## src/sv/ltrk_pkg.sv

```systemverilog
// Shared types and constants of the loop nesting tracker.
package ltrk_pkg;

  localparam int unsigned LTRK_MAX_LOOPS = 64;
  localparam int unsigned LTRK_OFS_W     = 16;
  localparam int unsigned LTRK_LOOP_W    = LTRK_OFS_W + 1;
  localparam int unsigned LTRK_IDX_W     = (LTRK_MAX_LOOPS > 1) ? $clog2(LTRK_MAX_LOOPS) : 1;
  localparam int unsigned LTRK_CMD_W     = 3;
  localparam int unsigned LTRK_STAT_W    = 2;

  // packed stream words, padded to whole bytes
  localparam int unsigned LTRK_IN_RAW_W  = LTRK_CMD_W + 2 * LTRK_OFS_W;
  localparam int unsigned LTRK_IN_W      = ((LTRK_IN_RAW_W + 7) / 8) * 8;
  localparam int unsigned LTRK_OUT_RAW_W = LTRK_LOOP_W + LTRK_STAT_W;
  localparam int unsigned LTRK_OUT_W     = ((LTRK_OUT_RAW_W + 7) / 8) * 8;

  // "no loop"
  localparam logic [LTRK_LOOP_W-1:0] LTRK_LOOP_NONE = '1;

  typedef enum logic [LTRK_CMD_W-1:0] {
    CMD_HEADER       = 3'd0,
    CMD_JUMP         = 3'd1,
    CMD_QUERY_LOOP   = 3'd2,
    CMD_QUERY_PARENT = 3'd3,
    CMD_BEGIN        = 3'd4
  } cmd_e;

  typedef enum logic [LTRK_STAT_W-1:0] {
    ST_OK        = 2'd0,
    ST_NO_HEADER = 2'd1,
    ST_FULL      = 2'd2
  } status_e;

  typedef enum logic [2:0] {
    S_IDLE,
    S_DECODE,
    S_SCAN,
    S_DRAIN,
    S_FINISH
  } state_e;

  typedef struct packed {
    logic load;    // capture request, reset scan
    logic scan;    // read table entry at scan index
    logic commit;  // apply table writes, emit result
  } ctrl_cmd_t;

  typedef struct packed {
    logic need_scan;
    logic scan_last;
  } dp_status_t;

  typedef struct packed {
    logic [LTRK_OFS_W-1:0]  key;
    logic [LTRK_LOOP_W-1:0] parent;
  } hdr_ent_t;

  typedef struct packed {
    logic [LTRK_OFS_W-1:0] origin;
    logic [LTRK_OFS_W-1:0] header;
  } be_ent_t;

endpackage

```

## src/sv/ltrk_ctrl.sv

```systemverilog
// Sequencer for the loop nesting tracker: accept, table scan, commit.
module ltrk_ctrl (
  input  logic                   clk_i,
  input  logic                   rst_ni,
  input  logic                   req_valid_i,
  output logic                   req_ready_o,
  input  logic                   out_free_i,
  input  ltrk_pkg::dp_status_t   stat_i,
  output ltrk_pkg::ctrl_cmd_t    ctrl_o
);
  import ltrk_pkg::*;

  state_e state_q, state_d;

  always_ff @(posedge clk_i or negedge rst_ni) begin
    if (!rst_ni) begin
      state_q <= S_IDLE;
    end else begin
      state_q <= state_d;
    end
  end

  always_comb begin
    state_d     = state_q;
    ctrl_o      = '0;
    req_ready_o = 1'b0;
    unique case (state_q)
      S_IDLE: begin
        req_ready_o = 1'b1;
        if (req_valid_i) begin
          ctrl_o.load = 1'b1;
          state_d     = S_DECODE;
        end
      end
      S_DECODE: begin
        state_d = stat_i.need_scan ? S_SCAN : S_FINISH;
      end
      S_SCAN: begin
        ctrl_o.scan = 1'b1;
        if (stat_i.scan_last) begin
          state_d = S_DRAIN;
        end
      end
      S_DRAIN: begin
        state_d = S_FINISH;  // last read entry folds in
      end
      S_FINISH: begin
        if (out_free_i) begin
          ctrl_o.commit = 1'b1;
          state_d       = S_IDLE;
        end
      end
      default: begin
        state_d = S_IDLE;
      end
    endcase
  end

endmodule

```

## config.mk

```make
export PLATFORM = sky130hd
export DESIGN_NAME = ltrk_ctrl
export DESIGN_NICKNAME = d
export VERILOG_FILES = /design/src/sv/ltrk_pkg.sv /design/src/sv/ltrk_ctrl.sv
export SDC_FILE = /design/constraint.sdc
export NUM_CORES = 1
export LEC_CHECK = 0
export BUFFER_PORTS_ARGS = -buffer_cell sky130_fd_sc_hd__clkbuf_2
export CORE_AREA = 2 2 39 41
export DETAILED_ROUTE_END_ITERATION = 16
export DIE_AREA = 0 0 41 43
export GPL_ROUTABILITY_DRIVEN = 0
export GPL_TIMING_DRIVEN = 0
export HOLD_SLACK_MARGIN = 0.05
export PLACE_DENSITY_LB_ADDON = 0.05
export SYNTH_ARGS = -nofsm -noshare
export SYNTH_HDL_FRONTEND = slang
export SYNTH_SLANG_ARGS = --single-unit
```

## constraint.sdc

```tcl
create_clock -name clk_i -period 1.9 [get_ports clk_i]
set_clock_uncertainty 0.15 [all_clocks]
set_input_delay 0.095 -clock clk_i [delete_from_list [all_inputs] [get_ports clk_i]]
set_output_delay 0.095 -clock clk_i [all_outputs]
set_load 0.02 [all_outputs]
```

Yosys cells after proc, flatten, opt, wreduce, memory -nomap -nowiden
Index checks and enable logic that the tools add are counted.

storage, ports and cells
  word-level logic and storage cells = 21
  register bits = 3
  output and inout bits = 4
  input port bits = 6

cells by class
  reductions and logical operators = 2
  multiplexer cells = 11
  eq/ne operators = 7

operators with widths
  operator              count
  $pmux W3 S5           1
  $mux W3               4
  $eq A3 B2 Y1 const B  2
  $mux W1               6
  $ne A2 B2 Y1 const B  3
  $eq A3 B1 Y1 const B  1
  $eq A3 B3 Y1 const B  1
  $logic_not A3 Y1      1
  $reduce_and A3 Y1     1

Longest topological paths before layout
Gate-level depths: netlist of the first run.

  depth in word-level cells = 3
  depth in mapped cells = 2
  depth with buffers taken out = 2

Least setup slack after synthesis of the first run
Ideal clock, no wire load.

  path type = flip-flop to output port
  start point = register state_q[2]
  end point = output ctrl_o[2] in the netlist's numbering
  path buffers = 0
  arrival = 1.276 ns
  cell stages (with the launch flop) = 3
  required time = 1.655 ns
  slack = 0.379 ns
  cell sequence = dfrtp_1 > nor3_1 > and2_1

RTL lines
  item                    line             source
  start, declared         ltrk_ctrl.sv:13  state_e state_q, state_d;
  start signal, assigned  ltrk_ctrl.sv:19  state_q <= state_d;
  end, declared           ltrk_ctrl.sv:9   output ltrk_pkg::ctrl_cmd_t ctrl_o

==> flow_summary.toml, run 1 <==
[status]
status = "completed"

[sta]
worst_slew_pin_slew_ps = 265
fmax_mhz = 668
tns_ps = 0
relSlewSlack = 0.823
slew_violations = 0
hold_violations = 0
grt_setup_unrepaired = "false"
whs_ps = 61.4
setup_slack_ps = 402
min_period_over_period = 0.788
layout_min_cycle_time_ps = 1500
setup_viol = 0

[power_and_ir_drop]
power_frac_clock = 0.251
powerDensity_nw_per_um2 = 1470
power.internal_uw = 262
switching_share = 0.410
leakage_nw = 0.140
combPwrFrac = 0.427
total_power_uw = 444
switchingPower_uw = 182
peakVddDrop_v = 0.000463
power_frac_seq = 0.322

[die]
fp.dieH_microns = 43
start_util = 0.116
die_w_microns = 41
ioPinCount = 10
die_area_sq_um = 1760
core-area_sq_um = 1380
rows = 14

[hold_path]
hp-class = "in2reg"
whs_endpoint = "state_q[2]"
hold_start = "stat_i[1]"
whs_path_depth = 3

[detailed_routing]
firstDrtPassIters = 2
wl_per_cell_microns = 8.45
drt_iter0_drc = 1
via_count = 177
detail_route.wirelength_microns = 414
ant_nets = 0
drc_errors = 0
routed_via_density = 3.61

[clock_network]
cts_tree = "done"
cts-resized-gates = 0
clock_latency_ps = 230
cts.sinks = 3
clkTransAtPathRegs_ps = 40
root_buffer = "clkbuf_4"
cts_buffer_depth = 2
htree_levels = 1
numCtsBuffers = 3

[critical_path]
cp_num_buf_inv = 2
critPathSlowestCell = "dfrtp_1"
crit_family = "flip-flops"
crit_arrival_ps = 1250
startpoint_type = "register"
timing.rr.end = "state_q[0]"
crit_type = "reg2out"
reg2reg_depth = 3
crit_required_ps = 1650
slowest_delay_ps = 430
path_cells = "inv_1 -> nor4b_1 -> clkbuf_2"
rrSetupSlack_ps = 410
path_max_fanout = 6
r2r_start = "state_q[1]"
cp-end-kind = "output port"

[final_layout]
mostFrequentLayoutCell = "clkbuf_2"
top_register = "state_q"
fillers = 158
regArea_sq_um = 75.1
drive_gt1_frac = 0.424
diodes = 0
mostFrequentLayoutCells = "9 x clkbuf_2, 5 x dlygate4sd3_1, 3 x clkbuf_4, 3 x dfrtp_1, 2 x nor3_1"
reg.largest.list = "state_q x3"
final_nets = 40
largest_reg_flops = 3
multi_input_area_sq_um = 81.3
synthToLayoutAreaGrowth_pct = 88.3

[synthesis]
synth-seq-cells = 3
yosysSeqAreaShare = 0.469
synthCells = 15
netlist-cell-type-count = 12
syn_area_sq_um = 160
avgSynthCellArea_sq_um = 10.7
synth_area_leaders = "dfrtp_1 47%, mux2i_1 6.3%, nor3_1 6.3%"
yosysTopAreaCellShare = 0.469
ys_warn_count = 0
synth_fp_nets = 21
yosysTopAreaCell = "dfrtp_1"

[place]
post-dp-hpwl_microns = 307
io_buffers = 9
place_ws_ps = 628

[global_routing]
grt_pass1_wl_microns = 696
overflow = 0
gr-usage-met2 = 0.0875
grt_usage = 0.0623
grt_pass1_vias = 180
met1_usage = 0.0710
top_usage_layer = "met2"
use_met3 = 0.0471
grt_max_degree = 8
antenna_found_initial = 0

[run]
cap_violations = 0
what timing repair did:
item | 4_1_cts | 5_1_grt
endpoints found under the hold margin | 5 | 0
buffers inserted | 0 | 0
hold buffers | 5 | 0
metrics by stage:
stage | utilization | instance area (sq um) | std cells
after CTS | 0.218 | 302 | 49
after global routing | 0.218 | 302 | 49
after floorplan | - | 160 | 15
final | 0.218 | 302 | 49
after global placement | 0.163 | 225 | 40
after detailed placement | 0.163 | 225 | 40
how the worst max path moves through the flow:
| stage | startpoint | endpoint | cells past startpoint |
|---|---|---|---|
| 4_1_cts | state_q[2] | ctrl_o[0] | 3 |
| 3_3_place_gp | state_q[1] | state_q[2] | 2 |
| 3_5_place_dp | state_q[1] | state_q[2] | 2 |
| 6_report | state_q[2] | ctrl_o[0] | 3 |
| 2_1_floorplan | state_q[2] | ctrl_o[2] | 2 |
| 5_1_grt | state_q[2] | ctrl_o[0] | 3 |
cell families after synthesis:
logic type,after synthesis,synth area share
and+or+nand+nor,8,0.359
buffers and inverters,1,0.0234
muxes,1,0.0625
AOI/OAI and AO/OA,2,0.0859
DFF,3,0.469
power groups by stage:
stage	Clock (mW)	Sequential (mW)	Combinational [mW]
after global placement	0	0.150	0.183
final	0.111	0.143	0.190
after floorplan	0	0.128	0.129
after global routing	0.123	0.151	0.208
after detailed placement	0	0.144	0.180
after CTS	0.116	0.144	0.194
cell type report:
class,instances,share of cell area
clock buffer,4,0.0871
inverter,1,0.0124
multi-input combinational,11,0.270
sequential,3,0.249
tap,16,0.0664
timing repair buffer,14,0.315
cell usage after synthesis:
cell      instances
nor4b_1           1
and2_1            1
mux2i_1           1
or4b_1            1
a31o_2            1
nor3b_1           1
and2b_2           1
nor3_1            2
inv_1             1
nand2b_1          1
o21ai_0           1
dfrtp_1           3
worst reg2reg max path: stages, from the launching register on:
cell           delay, ps
dfrtp_1              430
mux2i_1              190
dlygate4sd3_1        550
nor3_1                40
per-layer routing:
metal	wire (microns)	share of wire
met1	203	0.49
met5	0	0
met2	186	0.45
met3	24	0.058
met4	0	0
Power figures use the tool's default switching activity.
==> run 2: changes to the inputs <==
--- a/config.mk
+++ b/config.mk
@@ -5,6 +5,7 @@
 export SDC_FILE = /design/constraint.sdc
 export NUM_CORES = 1
 export LEC_CHECK = 0
+export ABC_AREA = 1
 export BUFFER_PORTS_ARGS = -buffer_cell sky130_fd_sc_hd__clkbuf_2
 export CORE_AREA = 2 2 39 41
 export DETAILED_ROUTE_END_ITERATION = 16
==> constraint.sdc (replaced) <==
create_clock -name clk_i -period 1.5 [get_ports clk_i]
set_clock_uncertainty 0.15 [all_clocks]
set_input_delay 0.075 -clock clk_i [delete_from_list [all_inputs] [get_ports clk_i]]
set_output_delay 0.075 -clock clk_i [all_outputs]
set_load 0.02 [all_outputs]
==> run 2 against run 1 <==
  * Sequential cell count stayed put
  * Core utilization grew 2.4 points
  * Power rose by 52%
  * Final area increased by 11%
  * Non-clock buffer count decreased by 1
  * Global-route usage grew 1.1 points
  * Worst hold slack worse by 6.4 ps
  * Critical path depth grew 1
  * Combinational power is 85% higher
  * Cell count is 20% higher
  * Count of clock-buffer cells in the layout did not move
  * Setup slack lost 320 ps
  * Critical endpoint is now ctrl_o[2]
==> flow_summary.toml, run 2 <==
[global_routing]
grt_pass1_wl_microns = 765
grt_pass1_vias = 207
antenna_found_initial = 0
overflow = 0
grt_usage = 0.0735
gr-usage-met2 = 0.0938
met1_usage = 0.0714
grt_max_degree = 6
use_met3 = 0.0314
top_usage_layer = "met4"

[clock_network]
numCtsBuffers = 3
root_buffer = "clkbuf_4"
cts_tree = "done"
cts_buffer_depth = 2
post_cts_buffers = 0
clkTransAtPathRegs_ps = 40
cts.sinks = 3
clock_latency_ps = 240
htree_levels = 1

[place]
dpl.cell_count = 51
placed_area_sq_um = 263
io_buffers = 9
post-dp-hpwl_microns = 371

[synthesis]
synth_common_cells = "5 x nor2_1, 4 x nand2_1, 3 x dfrtp_1, 3 x inv_1, 3 x nand3_2"
avgSynthCellArea_sq_um = 7.60
synth_area_leaders = "dfrtp_1 38%, nand3_2 15%, nor2_1 9.5%"
ys_async_sr_fraction = 1.00
synthCells = 26
yosys.area_share.adder = 0
yosysTopAreaCell = "dfrtp_1"
syn_area_sq_um = 198
yosysSeqAreaShare = 0.380
synthMuxAreaShare = 0
synth_xor_area_frac = 0
synth-seq-cells = 3
yosysMostFrequentCell = "nor2_1"
ys_warn_count = 0
synthSimpleGateAreaFrac = 0.500
netlist-cell-type-count = 11
synth_flop_cell = "dfrtp_1"
synth_compound_area_frac = 0.0253
synth-edff-count = 0
synth_fp_nets = 32
yosysTopAreaCellShare = 0.380
synth_top_family_by_area = "simple AND/OR/NAND/NOR gates"

[final_layout]
synthToLayoutAreaGrowth_pct = 69.0
layoutNonFillerInstCount = 59
top_register = "state_q"
mostFrequentLayoutCells = "9 x clkbuf_2, 5 x nor2_1, 4 x nand2_1, 4 x dlygate4sd3_1"
final_nets = 50
fillers = 161
mostFrequentLayoutCell = "clkbuf_2"
diodes = 0
largest_reg_flops = 3
design_area_sq_um = 334
drive_gt1_frac = 0.465
reg.largest.list = "state_q x3"

[critical_path]
crit_type = "reg2out"
timing.rr.end = "state_q[0]"
path_max_fanout = 5
crit_arrival_ps = 1190
cp-end-kind = "output port"
startpoint_type = "register"
rrSetupSlack_ps = 400
path_cells = "nor2_4 -> inv_2 -> nor3_2 -> clkbuf_2"
slowest_delay_ps = 430
critPathSlowestCell = "dfrtp_1"
r2r_start = "state_q[1]"
cp_num_buf_inv = 2
crit_family = "flip-flops"
reg2reg_depth = 4
crit_required_ps = 1270

[hold_path]
whs_endpoint = "state_q[0]"
whs_path_depth = 4
hold_start = "stat_i[0]"
hp-class = "in2reg"

[die]
rows = 14
core-area_sq_um = 1380
die_area_sq_um = 1760
die_w_microns = 41
start_util = 0.143
ioPinCount = 10
fp.dieH_microns = 43

[detailed_routing]
wl_per_cell_microns = 7.90
ant_nets = 0
drt_iter0_drc = 0
via_count = 210
routed_via_density = 3.56
drc_errors = 0
detail_route.wirelength_microns = 466
firstDrtPassIters = 1

[power_and_ir_drop]
peakVddDrop_v = 0.000554
powerDensity_nw_per_um2 = 2020
leakage_nw = 0.179
total_power_uw = 676

[sta]
setup_viol = 0
layout_min_cycle_time_ps = 1420
tns_ps = 0
hold_violations = 0
relSlewSlack = 0.872
min_period_over_period = 0.944
worst_slew_pin_slew_ps = 192
fmax_mhz = 706
grt_setup_unrepaired = "false"
whs_ps = 55.0
slew_violations = 0

[status]
status = "completed"

[run]
cap_violations = 0
==> run 2: cell count changes in the layout (fill, tap and decap cells not counted), sizes merged, moves of 4 or more <==
cell and delta:
nand2 +4, inv +4, nand3 +4, nor2 +7
==> run 2: worst max path at each step <==
stage | startpoint | end | slack, ps | cells past startpoint
floorplan | state_q[2] | ctrl_o[1] | 340 | 3
global route | state_q[2] | ctrl_o[2] | 10 | 4
finish | state_q[2] | ctrl_o[2] | 80 | 4
global placement | state_q[2] | ctrl_o[2] | 300 | 4
CTS | state_q[2] | ctrl_o[2] | 40 | 4
detailed placement | state_q[2] | ctrl_o[2] | 290 | 4
==> run 2: timing repair <==
item / CTS / global route
hold buffers: 4 / 0
setup endpoints to repair: 0 / 2
hold endpoints to repair: 5 / 0
gates resized for setup: 0 / 1
==> run 2: where the power goes <==
group | switching (mW) | total, mW | internal (mW)
Combinational | 0.223 | 0.351 | 0.129
Clock | 0.0452 | 0.145 | 0.0999
Sequential | 0.0586 | 0.180 | 0.122
==> run 2: per-layer routing <==
metal	vias up	wire length (microns)
met5	-	0
met4	0	0
met3	0	37
met2	6	226
met1	89	202
li1	115	-
==> run 2: worst min-delay path, cell delays in order <==
cell      delay, ps
clkbuf_2         70
nand3b_1        100
nand3_2          60
nor2_2           80
==> run 2: final cells by class <==
cell class,instances,area [sq um],area share
Timing Repair Buffer,13,85.1,0.255
Tap cell,16,20.0,0.0599
Inverter,5,18.8,0.0562
Clock buffer,4,26.3,0.0787
Sequential cell,3,75.1,0.225
Multi-Input combinational cell,18,109,0.326
==> run 2: stage by stage <==
stage                     utilization  setup slack (ps)
final                           0.241              84.2
after global routing            0.241              12.3
after CTS                       0.238              37.0
after detailed placement        0.190               292
after global placement          0.190               296
after floorplan                     -               339
==> run 2: logic make-up (layout without fill, tap and decap cells) <==
group           Yosys count  count (layout)
simple gates             17              17
buf+inv                   5              22
compound gates            1               1
flops                     3               3
