===== config.mk =====
export PLATFORM = sky130hd
export DESIGN_NAME = ltrk_dpath
export DESIGN_NICKNAME = d
export VERILOG_FILES = /design/src/sv/ltrk_pkg.sv /design/src/sv/ltrk_dpath.sv
export SDC_FILE = /design/constraint.sdc
export NUM_CORES = 2
export LEC_CHECK = 0
export BUFFER_PORTS_ARGS = -buffer_cell sky130_fd_sc_hd__buf_4
export CAP_MARGIN = 20
export CORE_ASPECT_RATIO = 1.4
export CORE_UTILIZATION = 45
export CTS_BUF_LIST = sky130_fd_sc_hd__clkbuf_8
export CTS_CLUSTER_SIZE = 10
export DETAILED_ROUTE_END_ITERATION = 10
export GPL_ROUTABILITY_DRIVEN = 0
export PLACE_DENSITY = 0.63
export SLEW_MARGIN = 40
export SYNTH_ARGS = -nofsm -noshare
export SYNTH_HDL_FRONTEND = slang
export SYNTH_MEMORY_MAX_BITS = 65536
export SYNTH_SLANG_ARGS = --single-unit

===== constraint.sdc =====
create_clock -name clk_i -period 7.1 [get_ports clk_i]
set_input_delay 0.355 -clock clk_i [delete_from_list [all_inputs] [get_ports clk_i]]
set_output_delay 0.355 -clock clk_i [all_outputs]
set_load 0.02 [all_outputs]

===== src/sv/ltrk_pkg.sv =====
// Shared types and constants of the loop nesting tracker.
package ltrk_pkg;

  localparam int unsigned LTRK_MAX_LOOPS = 64;
  localparam int unsigned LTRK_OFS_W     = 16;
  localparam int unsigned LTRK_LOOP_W    = LTRK_OFS_W + 1;
  localparam int unsigned LTRK_IDX_W     = (LTRK_MAX_LOOPS > 1) ? $clog2(LTRK_MAX_LOOPS) : 1;
  localparam int unsigned LTRK_CMD_W     = 3;
  localparam int unsigned LTRK_STAT_W    = 2;

  // packed stream words, padded to whole bytes
  localparam int unsigned LTRK_IN_RAW_W  = LTRK_CMD_W + 2 * LTRK_OFS_W;
  localparam int unsigned LTRK_IN_W      = ((LTRK_IN_RAW_W + 7) / 8) * 8;
  localparam int unsigned LTRK_OUT_RAW_W = LTRK_LOOP_W + LTRK_STAT_W;
  localparam int unsigned LTRK_OUT_W     = ((LTRK_OUT_RAW_W + 7) / 8) * 8;

  // "no loop"
  localparam logic [LTRK_LOOP_W-1:0] LTRK_LOOP_NONE = '1;

  typedef enum logic [LTRK_CMD_W-1:0] {
    CMD_HEADER       = 3'd0,
    CMD_JUMP         = 3'd1,
    CMD_QUERY_LOOP   = 3'd2,
    CMD_QUERY_PARENT = 3'd3,
    CMD_BEGIN        = 3'd4
  } cmd_e;

  typedef enum logic [LTRK_STAT_W-1:0] {
    ST_OK        = 2'd0,
    ST_NO_HEADER = 2'd1,
    ST_FULL      = 2'd2
  } status_e;

  typedef enum logic [2:0] {
    S_IDLE,
    S_DECODE,
    S_SCAN,
    S_DRAIN,
    S_FINISH
  } state_e;

  typedef struct packed {
    logic load;    // capture request, reset scan
    logic scan;    // read table entry at scan index
    logic commit;  // apply table writes, emit result
  } ctrl_cmd_t;

  typedef struct packed {
    logic need_scan;
    logic scan_last;
  } dp_status_t;

  typedef struct packed {
    logic [LTRK_OFS_W-1:0]  key;
    logic [LTRK_LOOP_W-1:0] parent;
  } hdr_ent_t;

  typedef struct packed {
    logic [LTRK_OFS_W-1:0] origin;
    logic [LTRK_OFS_W-1:0] header;
  } be_ent_t;

endpackage


===== src/sv/ltrk_dpath.sv =====
// Datapath: header and backedge tables, scan accumulators, result logic.
module ltrk_dpath (
  input  logic                                clk_i,
  input  logic                                rst_ni,
  input  ltrk_pkg::ctrl_cmd_t                 ctrl_i,
  input  logic [ltrk_pkg::LTRK_CMD_W-1:0]     cmd_i,
  input  logic [ltrk_pkg::LTRK_OFS_W-1:0]     offset_i,
  input  logic [ltrk_pkg::LTRK_OFS_W-1:0]     target_i,
  output ltrk_pkg::dp_status_t                stat_o,
  output logic [ltrk_pkg::LTRK_LOOP_W-1:0]    res_loop_o,
  output ltrk_pkg::status_e                   res_status_o
);
  import ltrk_pkg::*;

  // request
  cmd_e                   cmd_q;
  logic [LTRK_OFS_W-1:0]  ofs_q, tgt_q;
  logic [LTRK_LOOP_W-1:0] cur_q, cur_d;

  // tables
  hdr_ent_t               hdr_mem [LTRK_MAX_LOOPS];
  be_ent_t                be_mem  [LTRK_MAX_LOOPS];
  logic [LTRK_MAX_LOOPS-1:0] hvalid_q, bvalid_q;
  hdr_ent_t               hdr_rd_q;
  be_ent_t                be_rd_q;

  // scan
  logic [LTRK_IDX_W-1:0]  scan_idx_q, rd_idx_q;
  logic                   rd_v_q;

  // accumulators
  logic                   hm_q, hf_q, bm_q, bf_q, bc_q, hc_q;
  logic [LTRK_IDX_W-1:0]  hm_idx_q, hf_idx_q, bm_idx_q, bf_idx_q;
  logic [LTRK_LOOP_W-1:0] hm_par_q, hc_par_q;
  logic [LTRK_OFS_W-1:0]  bc_org_q, bc_hdr_q, hc_key_q;

  // finish
  logic                   h_we, b_we, clr;
  logic [LTRK_IDX_W-1:0]  h_waddr, b_waddr;
  hdr_ent_t               h_wdata;
  be_ent_t                b_wdata;
  logic [LTRK_LOOP_W-1:0] ans;
  status_e                st;

  logic [LTRK_OFS_W-1:0]  hkey;
  logic                   hv, bv;
  logic                   hit_hm, hit_hf, hit_bm, hit_bf, hit_bc, hit_hc;

  always_ff @(posedge clk_i) begin
    if (ctrl_i.load) begin
      cmd_q <= cmd_e'(cmd_i);
      ofs_q <= offset_i;
      tgt_q <= target_i;
    end
  end

  assign stat_o.need_scan = (cmd_q == CMD_HEADER) || (cmd_q == CMD_QUERY_LOOP) ||
                            (cmd_q == CMD_QUERY_PARENT) ||
                            ((cmd_q == CMD_JUMP) && (tgt_q < ofs_q));
  assign stat_o.scan_last = (scan_idx_q == LTRK_IDX_W'(LTRK_MAX_LOOPS - 1));

  // memories: one write, one registered read
  always_ff @(posedge clk_i) begin
    if (ctrl_i.commit && h_we) begin
      hdr_mem[h_waddr] <= h_wdata;
    end
    hdr_rd_q <= hdr_mem[scan_idx_q];
  end

  always_ff @(posedge clk_i) begin
    if (ctrl_i.commit && b_we) begin
      be_mem[b_waddr] <= b_wdata;
    end
    be_rd_q <= be_mem[scan_idx_q];
  end

  always_ff @(posedge clk_i or negedge rst_ni) begin
    if (!rst_ni) begin
      hvalid_q <= '0;
      bvalid_q <= '0;
      cur_q    <= LTRK_LOOP_NONE;
    end else if (ctrl_i.commit) begin
      cur_q <= cur_d;
      if (clr) begin
        hvalid_q <= '0;
        bvalid_q <= '0;
      end else begin
        if (h_we) hvalid_q[h_waddr] <= 1'b1;
        if (b_we) bvalid_q[b_waddr] <= 1'b1;
      end
    end
  end

  always_ff @(posedge clk_i or negedge rst_ni) begin
    if (!rst_ni) begin
      scan_idx_q <= '0;
      rd_idx_q   <= '0;
      rd_v_q     <= 1'b0;
    end else begin
      rd_v_q   <= ctrl_i.scan;
      rd_idx_q <= scan_idx_q;
      if (ctrl_i.load) begin
        scan_idx_q <= '0;
      end else if (ctrl_i.scan) begin
        scan_idx_q <= scan_idx_q + LTRK_IDX_W'(1);
      end
    end
  end

  // per-entry compares on the registered read
  assign hkey   = (cmd_q == CMD_JUMP) ? tgt_q : ofs_q;
  assign hv     = hvalid_q[rd_idx_q];
  assign bv     = bvalid_q[rd_idx_q];
  assign hit_hm = rd_v_q && hv && (hdr_rd_q.key == hkey) && !hm_q;
  assign hit_hf = rd_v_q && !hv && !hf_q;
  assign hit_bm = rd_v_q && bv && (be_rd_q.origin == ofs_q) && !bm_q;
  assign hit_bf = rd_v_q && !bv && !bf_q;
  assign hit_bc = rd_v_q && bv && (be_rd_q.origin >= ofs_q) &&
                  (!bc_q || (be_rd_q.origin < bc_org_q));
  assign hit_hc = rd_v_q && hv && (hdr_rd_q.key > ofs_q) &&
                  (!hc_q || (hdr_rd_q.key < hc_key_q));

  always_ff @(posedge clk_i or negedge rst_ni) begin
    if (!rst_ni) begin
      hm_q <= 1'b0;
      hf_q <= 1'b0;
      bm_q <= 1'b0;
      bf_q <= 1'b0;
      bc_q <= 1'b0;
      hc_q <= 1'b0;
    end else if (ctrl_i.load) begin
      hm_q <= 1'b0;
      hf_q <= 1'b0;
      bm_q <= 1'b0;
      bf_q <= 1'b0;
      bc_q <= 1'b0;
      hc_q <= 1'b0;
    end else begin
      if (hit_hm) hm_q <= 1'b1;
      if (hit_hf) hf_q <= 1'b1;
      if (hit_bm) bm_q <= 1'b1;
      if (hit_bf) bf_q <= 1'b1;
      if (hit_bc) bc_q <= 1'b1;
      if (hit_hc) hc_q <= 1'b1;
    end
  end

  always_ff @(posedge clk_i) begin
    if (hit_hm) begin
      hm_idx_q <= rd_idx_q;
      hm_par_q <= hdr_rd_q.parent;
    end
    if (hit_hf) hf_idx_q <= rd_idx_q;
    if (hit_bm) bm_idx_q <= rd_idx_q;
    if (hit_bf) bf_idx_q <= rd_idx_q;
    if (hit_bc) begin
      bc_org_q <= be_rd_q.origin;
      bc_hdr_q <= be_rd_q.header;
    end
    if (hit_hc) begin
      hc_key_q <= hdr_rd_q.key;
      hc_par_q <= hdr_rd_q.parent;
    end
  end

  // result and table updates
  always_comb begin
    ans     = cur_q;
    st      = ST_OK;
    cur_d   = cur_q;
    clr     = 1'b0;
    h_we    = 1'b0;
    h_waddr = hm_q ? hm_idx_q : hf_idx_q;
    h_wdata = '{key: ofs_q, parent: cur_q};
    b_we    = 1'b0;
    b_waddr = bm_q ? bm_idx_q : bf_idx_q;
    b_wdata = '{origin: ofs_q, header: tgt_q};
    unique case (cmd_q)
      CMD_HEADER: begin
        if (hm_q || hf_q) begin
          h_we  = 1'b1;
          cur_d = {1'b0, ofs_q};
          ans   = {1'b0, ofs_q};
        end else begin
          st = ST_FULL;
        end
      end
      CMD_JUMP: begin
        if (tgt_q < ofs_q) begin
          if ((bm_q || bf_q) && (hm_q || hf_q)) begin
            b_we = 1'b1;
            if (!hm_q) begin
              // unknown header gets created with parent 0
              h_we    = 1'b1;
              h_wdata = '{key: tgt_q, parent: '0};
            end
            cur_d = hm_q ? hm_par_q : '0;
            ans   = hm_q ? hm_par_q : '0;
          end else begin
            st = ST_FULL;
          end
        end
      end
      CMD_QUERY_LOOP: begin
        if (!bc_q) begin
          ans = LTRK_LOOP_NONE;
        end else if (bc_hdr_q <= ofs_q) begin
          ans = {1'b0, bc_hdr_q};
        end else if (!hc_q) begin
          ans = LTRK_LOOP_NONE;
          st  = ST_NO_HEADER;
        end else begin
          ans = hc_par_q;
        end
      end
      CMD_QUERY_PARENT: begin
        if (hm_q) begin
          ans = hm_par_q;
        end else begin
          ans = LTRK_LOOP_NONE;
          st  = ST_NO_HEADER;
        end
      end
      CMD_BEGIN: begin
        clr   = 1'b1;
        cur_d = LTRK_LOOP_NONE;
        ans   = LTRK_LOOP_NONE;
      end
      default: begin
      end
    endcase
  end

  assign res_loop_o   = ans;
  assign res_status_o = st;

endmodule


# Yosys cells after proc, flatten, opt, wreduce, memory -nomap -nowiden
# Memory sizes are Yosys's and may differ from the RTL's. A register that Yosys moved wholly into a read port is not among the register bits.
# Cells that the tools add are included.
# W data, S select, Z words.
[word_totals]
ram_bits = 4160
word_cells = 160
register_bits = 305
n_memories = 2
latch_bits = 0
out_inout_bits = 21
rom_bits = 0
input_bits = 40
[mem_list]
columns = ["name", "words", "width", "rd", "rd_clocked_by_memory_dff", "wr", "line", "text"]
rows = [
  ["hdr_mem", 64, 33, 1, 1, 1, "ltrk_dpath.sv:21", "hdr_ent_t hdr_mem [LTRK_MAX_LOOPS];"],
  ["be_mem", 64, 32, 1, 1, 1, "ltrk_dpath.sv:22", "be_ent_t be_mem [LTRK_MAX_LOOPS];"],
]
[op_classes]
order_cmp = 11
div_mod_pow = 0
eq_ne = 7
add_sub_neg = 1
mux = 64
multipliers = 0
n_reduce_logical = 49
bitwise_logic = 2
shift = 0
[ops]
columns = ["op", "n"]
rows = [
  ["$mux W64", 4],
  ["$mux W17", 8],
  ["$mux W33", 4],
  ["$or A64 B64 Y64", 2],
  ["$pmux W17 S5", 1],
  ["$pmux W17 S3", 1],
  ["$lt A16 B16 Y1", 3],
  ["$eq A16 B16 Y1", 2],
  ["$mux W1", 32],
  ["$mux W6", 4],
  ["$lt A6 B7 Y1 const B", 3],
  ["$logic_and A1 B1 Y1", 20],
  ["$reduce_bool A2 Y1", 9],
  ["$ge A16 B16 Y1", 1],
  ["$gt A16 B16 Y1", 1],
  ["$le A16 B16 Y1", 1],
  ["$mux W16", 1],
  ["$bmux W1 S6", 2],
  ["$demux W1 S6", 2],
  ["$ge A6 B1 Y1 const B", 2],
  ["$logic_not A1 Y1", 8],
  ["$pmux W2 S4", 1],
  ["$logic_or A1 B1 Y1", 7],
  ["$add A6 B1 Y6 const B", 1],
  ["other kinds (9)", 14],
]

# Depth between registers and ports, before layout
[depth]
word_depth = 8
mapped_depth = 11
mapped_depth_nobuf = 9

# Least setup slack after synthesis
# No wires, ideal clock.
[synth_timing]
kind = "register to register"
startpoint = "reg ofs_q[11]"
endpoint = "mem hdr_mem[0][18] (netlist bit) (data pin)"
setup_ns = 0.702
path_slack_ns = 0.667
period_less_slack_ns = 6.433
t_arrival_ns = 5.731
path_stages_with_launch = 11
required_ns = 6.398
path_buffers = 2
cell_sequence = "edfxtp_1 -> inv_1 -> ha_1 -> a21oi_1 -> o21ai_0 -> and2_1 -> or4_1 -> or2_1 -> buf_2 -> clkbuf_1 -> o21ai_0"
[synth_rtl]
columns = ["item", "line", "text"]
rows = [
  ["start: declaration", "ltrk_dpath.sv:17", "logic [LTRK_OFS_W-1:0] ofs_q, tgt_q;"],
  ["start signal: assignment", "ltrk_dpath.sv:52", "ofs_q <= offset_i;"],
  ["end: declaration", "ltrk_dpath.sv:21", ""],
]

# Final worst setup path
[layout_timing]
startpoint = "reg ofs_q[1]"
endpoint = "out res_loop_o[7] (netlist bit)"
[layout_via]
elab_chain_cells = 4
[layout_rtl]
columns = ["item", "line", "text"]
rows = [
  ["$le A16 B16 Y1", "ltrk_dpath.sv:207", "end else if (bc_hdr_q <= ofs_q) begin"],
  ["$mux W17", "ltrk_dpath.sv:207", ""],
  ["$mux W17", "ltrk_dpath.sv:205", "if (!bc_q) begin"],
  ["$pmux W17 S5 *", "ltrk_dpath.sv:178", "unique case (cmd_q)"],
  ["end: declaration", "ltrk_dpath.sv:10", "output logic [ltrk_pkg::LTRK_LOOP_W-1:0] res_loop_o,"],
]
# Every way passes the cells marked *; elsewhere a longest branch is shown, timed or not.

==> impl_metrics.csv <==
group,metric,value,unit
drt,finalWirelength,460,mm
synthesis,syn_avg_cell_area,23.3,um^2
cells_and_area,final_common_cell,"edfxtp_1",
synthesis,synth.cell_area,0.175,mm^2
sta,tns,0,ps
setup_path,crit_path_frequent_cell,"o211ai_1",
global_route,grt_pass1_vias,87100,
sta,fin_hold_ws,189,ps
place,dp_slack,2080,ps
synthesis,async_reset_ff_share,3.62,%
cts,cts_sinks,4530,
floorplanning,die_area,0.392,mm^2
power_and_ir_drop,p_per_area,277,mW/mm^2
setup_path,cp_max_fo,16,
cts,cts-root-buf,"clkbuf_8",
drt,viasPerCell,5.99,
synthesis,synth_edf_count,4301,
cts,cts_htree_levels,6,
setup_path,reg2reg_slack,1970,ps
global_route,grt_max_degree,134,
cells_and_area,fill_cells,29900,
min_path,hold_depth,4,
setup_path,crit_type,"reg -> out",
place,place_area,0.185,mm^2
setup_path,arrival,4830,ps
power_and_ir_drop,p_leak,62.3,nW
global_route,grt_antenna_before_repair,28,
global_route,grt_pass1_wl,656,mm
cells_and_area,final_cell_mix,"4301 x edfxtp_1, 1392 x mux4_2, 726 x clkbuf_8",
status,status,"finished clean",
floorplanning,fp-row-count,270,
synthesis,synthCells,7525,
drt,drt_iter0_drc,8598,
sta,finalSetupViolations,0,
cells_and_area,fin_nets,8430,
drt,drtAntennaViolNets,0,
setup_path,cp.required,6740,ps
sta,worst_pin_slew,903,ps
setup_path,cp_top_family,"compound AO/OA/AOI/OAI gates",
setup_path,cp.depth,10,
cells_and_area,drive_gt1_share,32.9,%
setup_path,startpoint_type,"register",
sta,hold_viol,0,
cts,cts-hold-fix-buffers,77,
flow_run,drv_cap,0,
drt,wl_per_cell,32.8,um
synthesis,yosysWarningCount,0,
cts,post_cts_buffers,0,
cts,cts_tree,"built",
place,dp_hpwl,291,mm
synthesis,seq_area_frac_synth,76.9,%
synthesis,yosysUniqueCellTypes,73,
setup_path,reg2reg_depth,10,
sta,setup_slack,1920,ps
synthesis,ys_ff_latch,4530,
floorplanning,die_y,740,um
setup_path,crit_chain,"inv_1, ha_1, nor2b_1, o211ai_1, a2111o_1, o211ai_1, nand4_1, o32ai_1, o22ai_2, buf_4",
setup_path,worstSetupEndpointType,"primary output",
synthesis,ys.flop_type,"edfxtp_1",
drt,route.detailed.drc,0,
drt,dr.pass1.iters,6,
floorplanning,core,0.387,mm^2
cells_and_area,syn_to_final_growth,13.8,%
power_and_ir_drop,power.total,55.1,mW
global_route,grt_use_total,23.6,%
sta,drv_slew,0,
place,dp_cells,12700,
cts,cts_max_path_buffers,4,
synthesis,syn-num-nets,7659,
sta,relSlewSlack,39.8,%
setup_path,critPathBufInv,2,
cts,clk_pin_slew,60,ps
cells_and_area,fin_cells,14000,
cts,cts_buffers,677,
setup_path,slowest_delay,730,ps
min_path,worst_hold_path_type,"in -> reg",
cells_and_area,fin_area,0.199,mm^2
setup_path,critPathSlowestCell,"nand4_1",
sta,finalCritPeriodShare,73.0,%
sta,min_period,5180,ps
sta,max_freq,193,MHz
floorplanning,die_x,529,um
cells_and_area,utilization,51.5,%
place,portBuffers,60,
global_route,grt_overflow,0,
sta,rsz0062_at_grt,"no",
drt,vias,83900,
floorplanning,io_pins,61,
cts,postCtsResizedCells,0,
floorplanning,initial_core_util,45.3,%
power_and_ir_drop,peakVddDrop,0.177,mV
sta,fin_skew,80.0,ps
cts,insertion_delay,1220,ps
[final cells by class]
type	instances	area [um^2]	area share, %
tap	5168	6470	3.25
sequential	4530	135000	67.6
multi-input combinational	2494	39600	19.9
clock buffer	726	9990	5.02
inverter	107	402	0.202
clock inverter	491	2730	1.37
antenna	13	32.5	0.0163
timing repair buffer	486	5320	2.67
[sequential cells by signal (all words and copies together) (netlist names), 6 cells and up]
| name | flops |
|---|---|
| rd_idx_q | 6 |
| bc_hdr_q | 16 |
| be_mem | 2048 |
| hm_par_q | 17 |
| bvalid_q | 64 |
| bf_idx_q | 6 |
| tgt_q | 16 |
| hdr_rd_q | 33 |
| ofs_q | 16 |
| hm_idx_q | 6 |
| bm_idx_q | 6 |
| hdr_mem | 2112 |
| hvalid_q | 64 |
| hf_idx_q | 6 |
| hc_key_q | 16 |
| scan_idx_q | 6 |
| be_rd_q | 32 |
| cur_q | 17 |
| hc_par_q | 17 |
| bc_org_q | 16 |
[where the power goes]
group,switching (mW),total [mW],internal (mW)
Combinational,3.05,4.71,1.66
Sequential,0.200,30.3,30.1
Clock,10.0,20.1,10.1
Total,13.3,55.1,41.8
[worst paths after layout]
| check | startpoint | endpoint |
|---|---|---|
| worst max-delay path | ofs_q[1]$_DFFE_PP_ | res_loop_o[7] |
| worst min-delay path | ctrl_i[1] | scan_idx_q[0]$_DFFE_PN0P_ |
| worst max register to register | ofs_q[9]$_DFFE_PP_ | hdr_mem[30][25]$_DFFE_PP_ |
| worst min register to register | be_rd_q[2]$_DFF_P_ | bc_hdr_q[2]$_DFFE_PP_ |
| max in group asynchronous | rst_ni | rd_idx_q[0]$_DFF_PN0_ |
| min in group asynchronous | rst_ni | cur_q[13]$_DFFE_PN1P_ |
[worst reg2reg max path: stages, from the launching register on]
cell and delay [ps]:
edfxtp_1 390, inv_1 180, ha_1 290, a21oi_1 170
o21ai_1 260, and2_1 290, or4_1 560, o21ai_2 580
nand4_1 780, nor2_4 760, buf_4 460
[per-layer routing]
metal | vias up | GRT usage, % | wire length, um
li1 | 33800 | - | -
met1 | 45500 | 28.8 | 166000
met2 | 3655 | 41.1 | 240000
met3 | 935 | 4.01 | 30500
met4 | 8 | 10.4 | 22900
met5 | - | 0 | 42
[synth_stat cells (all sizes together) (27+ instances only)]
| master | instances | area [um^2] |
|---|---|---|
| a21o | 27 | 203 |
| a21oi | 72 | 360 |
| buf | 162 | 815 |
| clkbuf | 232 | 871 |
| dfrtp | 147 | 3680 |
| dfxtp | 65 | 1300 |
| edfxtp | 4301 | 129000 |
| ha | 94 | 1180 |
| inv | 106 | 398 |
| mux4 | 1392 | 31400 |
| nand2 | 167 | 627 |
| nand4 | 34 | 213 |
| nor2 | 171 | 642 |
| nor3 | 29 | 145 |
| o21a | 59 | 443 |
| o21ai | 121 | 606 |
[kinds of logic (layout without fill, tap and decap cells)]
family / Yosys count / count (layout) / synth area share, %
compound gates: 451 / 451 / 1.72
xor+xnor: 24 / 24 / 0.120
fa+ha+maj: 94 / 94 / 0.672
buf+inv: 501 / 1810 / 1.19
flops: 4530 / 4530 / 76.9
mux: 1427 / 1427 / 18.1
other cells: 0 / 13 / 0
simple gates: 498 / 498 / 1.28
(Power assumes the default switching activity.)
